`src/sv/assert_macros.svh`:
```
// Assertion macros used by the sorted timer queue controller.
`ifndef ASSERT_MACROS_SVH
`define ASSERT_MACROS_SVH
`ifndef SYNTHESIS
`define ASSERT_IMP(lbl, ante, cons) \
  lbl: assert property (@(posedge clk_i) disable iff (!rst_ni) (ante) |-> (cons)) \
    else $error("assertion failed");
`define ASSERT_NXT(lbl, ante, cons) \
  lbl: assert property (@(posedge clk_i) disable iff (!rst_ni) (ante) |=> (cons)) \
    else $error("assertion failed");
`else
`define ASSERT_IMP(lbl, ante, cons)
`define ASSERT_NXT(lbl, ante, cons)
`endif
`endif

```
`src/sv/stq_pkg.sv`:
```
// Package: types, codes and defaults of the sorted timer queue.
`default_nettype none
package stq_pkg;
  localparam int SLOTS_DEF     = 16;
  localparam int TIME_BITS_DEF = 32;
  localparam int HANDLES       = 16;
  localparam int MAX_FIRE      = 16;
  localparam int CNT_W         = 5;

  localparam logic [1:0] OP_ADD    = 2'd0;
  localparam logic [1:0] OP_ADJUST = 2'd1;
  localparam logic [1:0] OP_DELETE = 2'd2;
  localparam logic [1:0] OP_TICK   = 2'd3;

  localparam logic [1:0] ST_OK      = 2'd0;
  localparam logic [1:0] ST_UNARMED = 2'd1;
  localparam logic [1:0] ST_ARMED   = 2'd2;

  typedef enum logic [2:0] {
    ACT_NONE, ACT_ADD, ACT_INS, ACT_DEL, ACT_UNL, ACT_POP
  } act_e;

  typedef struct packed {
    logic [1:0]  operation;
    logic [3:0]  handle;
    logic [31:0] expire_time;
    logic [15:0] user_token;
    logic [31:0] now_time;
  } item_t;

  typedef struct packed {
    logic        fired;
    logic [3:0]  fired_handle;
    logic [15:0] fired_token;
    logic [1:0]  status;
    logic [4:0]  armed_count;
    logic        last;
  } result_t;

  typedef struct packed {
    logic load;
    act_e act;
  } ctl_t;

  typedef struct packed {
    logic             bad_handle;
    logic             armed;
    logic [3:0]       head_handle;
    logic [15:0]      head_token;
    logic             head_due;
    logic             next_due;
    logic [CNT_W-1:0] count;
  } stat_t;
endpackage
`default_nettype wire

```
`src/sv/sorted_timer_queue_unit.sv`:
```
// Sorted timer queue: sorted cells with a sequencing controller.
// Add, delete and rejected operations: operands loaded, EXEC state acts, result
// registered. Adjust: unlink in EXEC, reinsert in ADJ, result registered. Tick: one
// result beat per cycle, one timer popped from the head cell per cycle, up to 16
// beats. Results cannot be stalled. Asynchronous active-low reset disarms all.
`default_nettype none
module sorted_timer_queue_unit import stq_pkg::*; #(
  parameter int SLOTS     = SLOTS_DEF,
  parameter int TIME_BITS = TIME_BITS_DEF
) (
  input  wire logic  clk_i,
  input  wire logic  rst_ni,
  input  wire logic  start_i,
  input  wire item_t item_i,
  output logic       busy_o,
  output logic       result_valid_o,
  output result_t    result_o
);
  ctl_t  ctl;
  stat_t stat;

  stq_controller u_ctl (
    .clk_i, .rst_ni, .start_i, .op_i(item_i.operation), .stat_i(stat),
    .busy_o, .ctl_o(ctl), .result_valid_o, .result_o
  );

  stq_datapath #(.SLOTS(SLOTS), .TIME_BITS(TIME_BITS)) u_dp (
    .clk_i, .rst_ni, .item_i, .ctl_i(ctl), .stat_o(stat)
  );
endmodule
`default_nettype wire

```
`src/sv/stq_datapath.sv`:
```
// Datapath: sorted timer cells, per-handle tokens and armed flags.
`default_nettype none
module stq_datapath import stq_pkg::*; #(
  parameter int SLOTS     = SLOTS_DEF,
  parameter int TIME_BITS = TIME_BITS_DEF
) (
  input  wire logic  clk_i,
  input  wire logic  rst_ni,
  input  wire item_t item_i,
  input  wire ctl_t  ctl_i,
  output stat_t      stat_o
);
  logic [3:0]           hnd_q [SLOTS];
  logic [3:0]           hnd_d [SLOTS];
  logic [TIME_BITS-1:0] exp_q [SLOTS];
  logic [TIME_BITS-1:0] exp_d [SLOTS];
  logic [15:0]          tok_q [HANDLES];
  logic [HANDLES-1:0]   armed_q, armed_d;
  logic [CNT_W-1:0]     cnt_q, cnt_d;
  logic [3:0]           h_q;
  logic [TIME_BITS-1:0] e_q, now_q;
  logic [15:0]          t_q;
  logic [SLOTS-1:0]     le, hit, after;
  logic                 ins, rem;

  assign ins = (ctl_i.act == ACT_ADD) || (ctl_i.act == ACT_INS);
  assign rem = (ctl_i.act == ACT_DEL) || (ctl_i.act == ACT_UNL);

  always_comb begin
    for (int i = 0; i < SLOTS; i++) begin
      le[i]  = (32'(i) < 32'(cnt_q)) && (exp_q[i] <= e_q);
      hit[i] = (32'(i) < 32'(cnt_q)) && (hnd_q[i] == h_q);
    end
    after[0] = hit[0];
    for (int i = 1; i < SLOTS; i++) begin
      after[i] = hit[i] | after[i-1];
    end
  end

  for (genvar g = 0; g < SLOTS; g++) begin : g_cell
    always_comb begin
      hnd_d[g] = hnd_q[g];
      exp_d[g] = exp_q[g];
      if (ins && !le[g]) begin
        if (g == 0) begin
          hnd_d[g] = h_q;
          exp_d[g] = e_q;
        end else if (le[(g>0)?g-1:0]) begin
          hnd_d[g] = h_q;
          exp_d[g] = e_q;
        end else begin
          hnd_d[g] = hnd_q[(g>0)?g-1:0];
          exp_d[g] = exp_q[(g>0)?g-1:0];
        end
      end else if (g < SLOTS-1 && ((rem && after[g]) || ctl_i.act == ACT_POP)) begin
        hnd_d[g] = hnd_q[(g<SLOTS-1)?g+1:g];
        exp_d[g] = exp_q[(g<SLOTS-1)?g+1:g];
      end
    end
  end

  always_comb begin
    armed_d = armed_q;
    cnt_d   = cnt_q;
    case (ctl_i.act)
      ACT_ADD: begin
        armed_d[h_q] = 1'b1;
        cnt_d = cnt_q + CNT_W'(1);
      end
      ACT_INS: cnt_d = cnt_q + CNT_W'(1);
      ACT_DEL: begin
        armed_d[h_q] = 1'b0;
        cnt_d = cnt_q - CNT_W'(1);
      end
      ACT_UNL: cnt_d = cnt_q - CNT_W'(1);
      ACT_POP: begin
        armed_d[hnd_q[0]] = 1'b0;
        cnt_d = cnt_q - CNT_W'(1);
      end
      default: ;
    endcase
  end

  always_ff @(posedge clk_i or negedge rst_ni) begin
    if (!rst_ni) begin
      armed_q <= '0;
      cnt_q   <= '0;
    end else begin
      armed_q <= armed_d;
      cnt_q   <= cnt_d;
    end
  end

  always_ff @(posedge clk_i) begin
    hnd_q <= hnd_d;
    exp_q <= exp_d;
    if (ctl_i.act == ACT_ADD) begin
      tok_q[h_q] <= t_q;
    end
    if (ctl_i.load) begin
      h_q   <= item_i.handle;
      e_q   <= TIME_BITS'(item_i.expire_time);
      t_q   <= item_i.user_token;
      now_q <= TIME_BITS'(item_i.now_time);
    end
  end

  assign stat_o.bad_handle  = 32'(h_q) >= SLOTS;
  assign stat_o.armed       = armed_q[h_q];
  assign stat_o.head_handle = hnd_q[0];
  assign stat_o.head_token  = tok_q[hnd_q[0]];
  assign stat_o.head_due    = (cnt_q != '0) && (exp_q[0] <= now_q);
  assign stat_o.next_due    = (cnt_q >= CNT_W'(2)) && (exp_q[1] <= now_q);
  assign stat_o.count       = cnt_q;
endmodule
`default_nettype wire

```
`src/sv/stq_controller.sv`:
```
// Controller: operation sequencing and result beat generation.
`default_nettype none
`include "assert_macros.svh"
module stq_controller import stq_pkg::*; (
  input  wire logic    clk_i,
  input  wire logic    rst_ni,
  input  wire logic    start_i,
  input  wire logic [1:0] op_i,
  input  wire stat_t   stat_i,
  output logic         busy_o,
  output ctl_t         ctl_o,
  output logic         result_valid_o,
  output result_t      result_o
);
  localparam logic [1:0] S_IDLE = 2'd0;
  localparam logic [1:0] S_EXEC = 2'd1;
  localparam logic [1:0] S_ADJ  = 2'd2;
  localparam logic [1:0] S_TICK = 2'd3;

  logic [1:0] state_q, state_d, op_q, op_d;
  logic [3:0] n_q, n_d;
  logic       vld_d, vld_q;
  result_t    res_d, res_q;

  assign busy_o = state_q != S_IDLE;

  always_comb begin
    state_d   = state_q;
    op_d      = op_q;
    n_d       = n_q;
    ctl_o     = '{load: 1'b0, act: ACT_NONE};
    vld_d     = 1'b0;
    res_d     = '0;
    res_d.last = 1'b1;
    res_d.armed_count = stat_i.count;
    case (state_q)
      S_IDLE: begin
        if (start_i) begin
          ctl_o.load = 1'b1;
          op_d    = op_i;
          n_d     = '0;
          state_d = (op_i == OP_TICK) ? S_TICK : S_EXEC;
        end
      end
      S_EXEC: begin
        vld_d   = 1'b1;
        state_d = S_IDLE;
        if (stat_i.bad_handle) begin
          res_d.status = ST_UNARMED;
        end else if (op_q == OP_ADD) begin
          if (stat_i.armed) begin
            res_d.status = ST_ARMED;
          end else begin
            ctl_o.act = ACT_ADD;
            res_d.armed_count = stat_i.count + 5'd1;
          end
        end else if (!stat_i.armed) begin
          res_d.status = ST_UNARMED;
        end else if (op_q == OP_ADJUST) begin
          ctl_o.act = ACT_UNL;
          vld_d     = 1'b0;
          state_d   = S_ADJ;
        end else begin
          ctl_o.act = ACT_DEL;
          res_d.armed_count = stat_i.count - 5'd1;
        end
      end
      S_ADJ: begin
        ctl_o.act = ACT_INS;
        vld_d     = 1'b1;
        res_d.armed_count = stat_i.count + 5'd1;
        state_d   = S_IDLE;
      end
      S_TICK: begin
        vld_d = 1'b1;
        if (stat_i.head_due) begin
          ctl_o.act          = ACT_POP;
          res_d.fired        = 1'b1;
          res_d.fired_handle = stat_i.head_handle;
          res_d.fired_token  = stat_i.head_token;
          res_d.armed_count  = stat_i.count - 5'd1;
          res_d.last         = (n_q == 4'(MAX_FIRE - 1)) || !stat_i.next_due;
          n_d                = n_q + 4'd1;
          if (res_d.last) begin
            state_d = S_IDLE;
          end
        end else begin
          state_d = S_IDLE;
        end
      end
      default: state_d = S_IDLE;
    endcase
  end

  always_ff @(posedge clk_i or negedge rst_ni) begin
    if (!rst_ni) begin
      state_q <= S_IDLE;
      op_q    <= OP_ADD;
      n_q     <= '0;
      vld_q   <= 1'b0;
    end else begin
      state_q <= state_d;
      op_q    <= op_d;
      n_q     <= n_d;
      vld_q   <= vld_d;
    end
  end

  always_ff @(posedge clk_i) begin
    res_q <= res_d;
  end

  assign result_valid_o = vld_q;
  assign result_o       = res_q;

  `ASSERT_NXT(a_accept_busy, start_i && !busy_o, busy_o)
  `ASSERT_IMP(a_pop_due, ctl_o.act == ACT_POP, stat_i.head_due)
  `ASSERT_IMP(a_idle_no_act, state_q == S_IDLE, ctl_o.act == ACT_NONE)
endmodule
`default_nettype wire
```
`config.mk`:
```
export PLATFORM = sky130hd
export DESIGN_NAME = sorted_timer_queue_unit
export DESIGN_NICKNAME = d
export VERILOG_FILES = /design/src/sv/stq_pkg.sv /design/src/sv/sorted_timer_queue_unit.sv /design/src/sv/stq_datapath.sv /design/src/sv/stq_controller.sv
export VERILOG_INCLUDE_DIRS = /design/src /design/src/sv
export SDC_FILE = /design/constraint.sdc
export NUM_CORES = 2
export LEC_CHECK = 0
export BUFFER_PORTS_ARGS = -buffer_cell sky130_fd_sc_hd__buf_2
export CAP_MARGIN = 25
export CORE_ASPECT_RATIO = 1.2
export CORE_MARGIN = 4
export CORE_UTILIZATION = 50
export CTS_CLUSTER_SIZE = 28
export DETAILED_ROUTE_END_ITERATION = 8
export PLACE_DENSITY_LB_ADDON = 0.2
export SKIP_CTS_REPAIR_TIMING = 1
export SYNTH_ARGS = -nofsm -noshare
export SYNTH_HDL_FRONTEND = slang
export SYNTH_SLANG_ARGS = --single-unit
```
`constraint.sdc`:
```
create_clock -name clk_i -period 5 [get_ports clk_i]
set_input_delay 0.5 -clock clk_i [delete_from_list [all_inputs] [get_ports clk_i]]
set_output_delay 0.5 -clock clk_i [all_outputs]
set_load 0.03 [all_outputs]
```
==> summary.txt <==
Worst setup path
  – Crit-path cells: nor2_1 -> nand2_1 -> a21oi_1 -> o22ai_1 -> nor4_1 -> buf_4 -> o221ai_1 -> a21oi_1 -> o221ai_4 -> buf_4
  – Crit path kind: flop to flop
  – CP Max Fanout: 36
  – Slowest Stage Delay on Critical Path: 0.80 ns
  – CP bufs+invs: 2
  – Setup crit end kind: flop
  – CP delay by family, top: compound AO/OA/AOI/OAI gates
  – Worst EP arrival: roughly 5.3 ns
  – Critical path launch point type: flop
  – Critical Path Slowest Stage Cell: a21oi_1
  – CP required: between 5 and 6 ns

STA
  – Final setup viols: 0
  – RSZ-0062 raised after global routing: false
  – Max transition margin: about a quarter
  – Worst clock skew: between 0.02 and 0.03 ns
  – Hold Violations, Final: 0
  – Final Critical Period: ~4.9 ns
  – Fin Setup TNS: 0 ns
  – Fin Hold WS: around 0.025 ns
  – Final period utilization: 98.8%
  – Setup ws final: 0.0621 ns
  – Slew Limit Fails: 0
  – Worst Tran Pin Value: about 1.1 ns
  – Max Fclk: 0.203 GHz

Routing
  – Total number of vias: 45564
  – Total Wirelength: about 180000 um
  – DR iter-0 viols: approximately 4000
  – Via density: between 6 and 7
  – Drt pass-1 iters: 6
  – Final ANT Viol Nets: 0
  – DR DRC count: 0
  – WL per Instance: 25.5 um

Power and ir drop
  – Max VDD drop: between 0.3 and 0.4 mV
  – Clock network fraction of total power: 23.8%
  – Int Power: 21400 uW
  – Leak Pwr: around 0.026 uW
  – Comb pwr share: about two fifths
  – Pwr Density: 494 nW/um2
  – Switching portion of total power: ~37%
  – Final Power: 34000 uW
  – Net Sw Power: 12600 uW
  – Flop pwr share: 37.0%

Floorplanning
  – Die area: between 100000 and 150000 um2
  – Die Span Y: about 400 um
  – Die X: roughly 330 um
  – Core area: 121000 um2
  – Initial core utilization: roughly half
  – I/O pin count: 120
  – Row cnt: 140

Synth
  – Async SR Flop Fraction: a little over 3%
  – Yosys cell types: 84
  – Post-synthesis sequential area ratio: 47.3%
  – YS warnings: 0
  – Syn Area/Cell: about 12 um2
  – Seq cells post-synth: about 1000
  – Syn nets: ~5900
  – Post-synthesis cell count: between 5000 and 6000
  – Most used DFF post-synth: edfxtp_1
  – Mapped Area: ~60000 um2
  – EDFF count, synth: approximately 920

Placed design
  – Post-Place Cells: just under 7000
  – Port-buffer cells: ~120
  – Dpl ws: about 0.16 ns
  – Gpl congestion: just over 0.9
  – DP HPWL: about 130000 um

Clock tree
  – Clk Latency, worst-skew pair: between 0.7 and 0.8 ns
  – Worst-path clk slew: around 0.060 ns
  – CTS sink cnt: 979
  – Total CTS buffers: 106
  – Clock Path Buffers: 3
  – Root buffer cell: clkbuf_16
  – CTS tree: done
  – H-tree depth: 3

Final layout
  – Share of cells above drive strength 1: 19.9%
  – Final Non-Filler Cells: around 7000
  – Fill count: ~10000
  – Commonest non-fill, non-tap cell in the layout: edfxtp_1
  – Nets: approximately 6100
  – Layout Area Growth over Synthesis: 12.5%
  – # diodes: 0
  – Most frequent cells in the layout: edfxtp_1 (916), ha_1 (581), mux2_2 (410), a21oi_1 (347), nor2_1 (249)

GRT
  – Grt peak-use layer: met2
  – Tot GR Track Use: between 20% and 30%
  – GR Layer Usage met3: 2.99%
  – Total gr overflow: 0
  – Number of global-route vias before repair: roughly 45000
  – Met1 GRT Util: about a third
  – First-pass GRT wire length: between 200000 and 300000 um
  – Grt met2 use: approximately 48%
  – Initial antenna violation count: 2
  – Largest net degree at the start of global routing: 73

Flow run
  – Max cap viols: 0

Min path
  – Hold Path Class: primary input to flop

Run status
  – Outcome: finished, final reports clean
-- power by group through the flow --
stage               sequential, uW  clock, uW  combinational, uW
global route                 12700       8590              14600
finish                       12600       8090              13300
detailed placement           12700          0              13000
CTS                          12600       8240              13100
global placement             12700          0              12600
floorplan                    12100          0               9530
-- metal layers --
metal / up-vias / wire length [um] / part of all wire, %
met5: - / 34 / 0.019
met3: 463 / 8860 / 4.9
met4: 4 / 8970 / 5.0
li1: 20828 / - / -
met2: 1584 / 90700 / 50
met1: 22685 / 72300 / 40
-- final cells by class --
| class | instances | area [um2] | area share [%] |
|---|---|---|---|
| Tap cell | 1633 | 2040 | 2.97 |
| Clock inverter | 61 | 644 | 0.938 |
| Timing Repair Buffer | 430 | 3280 | 4.77 |
| Multi-Input combinational cell | 3745 | 30500 | 44.4 |
| Sequential cell | 979 | 28900 | 42.1 |
| Clock buffer | 135 | 2880 | 4.20 |
| Inverter | 120 | 453 | 0.659 |
-- worst min-delay path: stages --
cell	delay [ns]
buf_2	0.11
nand2_1	0.05
nand2_1	0.05
-- Yosys cell counts (16+ instances only) --
| cell | count | area, um2 |
|---|---|---|
| nand3_1 | 194 | 971 |
| and2_1 | 21 | 131 |
| nand2_1 | 194 | 728 |
| nand2b_1 | 18 | 113 |
| a221oi_1 | 18 | 158 |
| buf_1 | 32 | 120 |
| dfrtp_1 | 30 | 751 |
| mux2i_1 | 158 | 1580 |
| edfxtp_1 | 916 | 27500 |
| o22a_1 | 36 | 315 |
| a21o_1 | 127 | 953 |
| mux4_2 | 84 | 1890 |
| nor3_1 | 44 | 220 |
| xor2_1 | 29 | 254 |
| and4_1 | 16 | 140 |
| nor2_1 | 263 | 987 |
| nor4_1 | 23 | 144 |
| clkbuf_1 | 271 | 1020 |
| and3_1 | 46 | 288 |
| a211oi_1 | 18 | 135 |
| mux2_2 | 410 | 4620 |
| o31ai_1 | 43 | 323 |
| o21ai_0 | 243 | 1220 |
| buf_2 | 65 | 325 |
| xnor2_1 | 38 | 333 |
| o21a_1 | 29 | 218 |
| a31oi_1 | 229 | 1430 |
| a21boi_0 | 38 | 285 |
| a21oi_1 | 350 | 1750 |
| inv_1 | 118 | 443 |
| a32oi_1 | 36 | 315 |
| nor2b_1 | 47 | 294 |
| nand4_1 | 162 | 1010 |
| ha_1 | 581 | 7270 |
| dfxtp_1 | 33 | 661 |
| o22ai_1 | 44 | 275 |
| o211ai_1 | 54 | 405 |
| mux2_1 | 19 | 214 |
-- registers in the layout, summed over array words and instances, names as in the netlist, 2 cells and up, named ones only --
name / flops
u_ctl.n_q: 4
u_ctl.op_q: 2
u_ctl.result_o: 29
u_ctl.state_q: 2
u_dp.armed_q: 16
u_dp.cnt_q: 5
u_dp.e_q: 32
u_dp.exp_q: 512
u_dp.h_q: 4
u_dp.hnd_q: 60
u_dp.now_q: 32
u_dp.stat_o: 4
u_dp.t_q: 16
u_dp.tok_q: 256
-- worst paths after layout --
check | from | cells past startpoint | to | slack, ns
max | u_dp.cnt_q[1] | 10 | u_dp.exp_q[60] | 0.06
min in group asynchronous | rst_ni | 2 | u_dp.armed_q[2] | 0.43
min | item_i[85] | 3 | u_ctl.op_q[1] | 0.02
max in group asynchronous | rst_ni | 2 | u_ctl.n_q[0] | 4.07
min reg2reg | u_ctl.n_q[0] | 1 | u_ctl.n_q[0] | 0.53
max reg2reg | u_dp.cnt_q[1] | 10 | u_dp.exp_q[60] | 0.06
-- metrics by stage --
| stage | cell area, um2 | util, % |
|---|---|---|
| 5_1_grt | 68700 | 56.6 |
| 4_1_cts | 67800 | 55.9 |
| 3_5_place_dp | 64300 | 53.0 |
| 3_3_place_gp | 64300 | 52.9 |
| 6_report | 68700 | 56.6 |
| 2_1_floorplan | 61100 | - |
-- kinds of logic (layout without fill, tap and decap cells) --
family	count (synthesis)	after routing	share of synthesized area [%]
AO/OA/AOI/OAI	1350	1350	14.1
multiplexers	671	671	13.6
XOR/XNOR	67	67	0.961
AND/OR/NAND/NOR	1076	1076	8.85
buffers and inverters	499	746	3.29
flip-flops	979	979	47.3
adder cells (fa/ha/maj)	581	581	11.9
(Power assumes the default switching activity.)
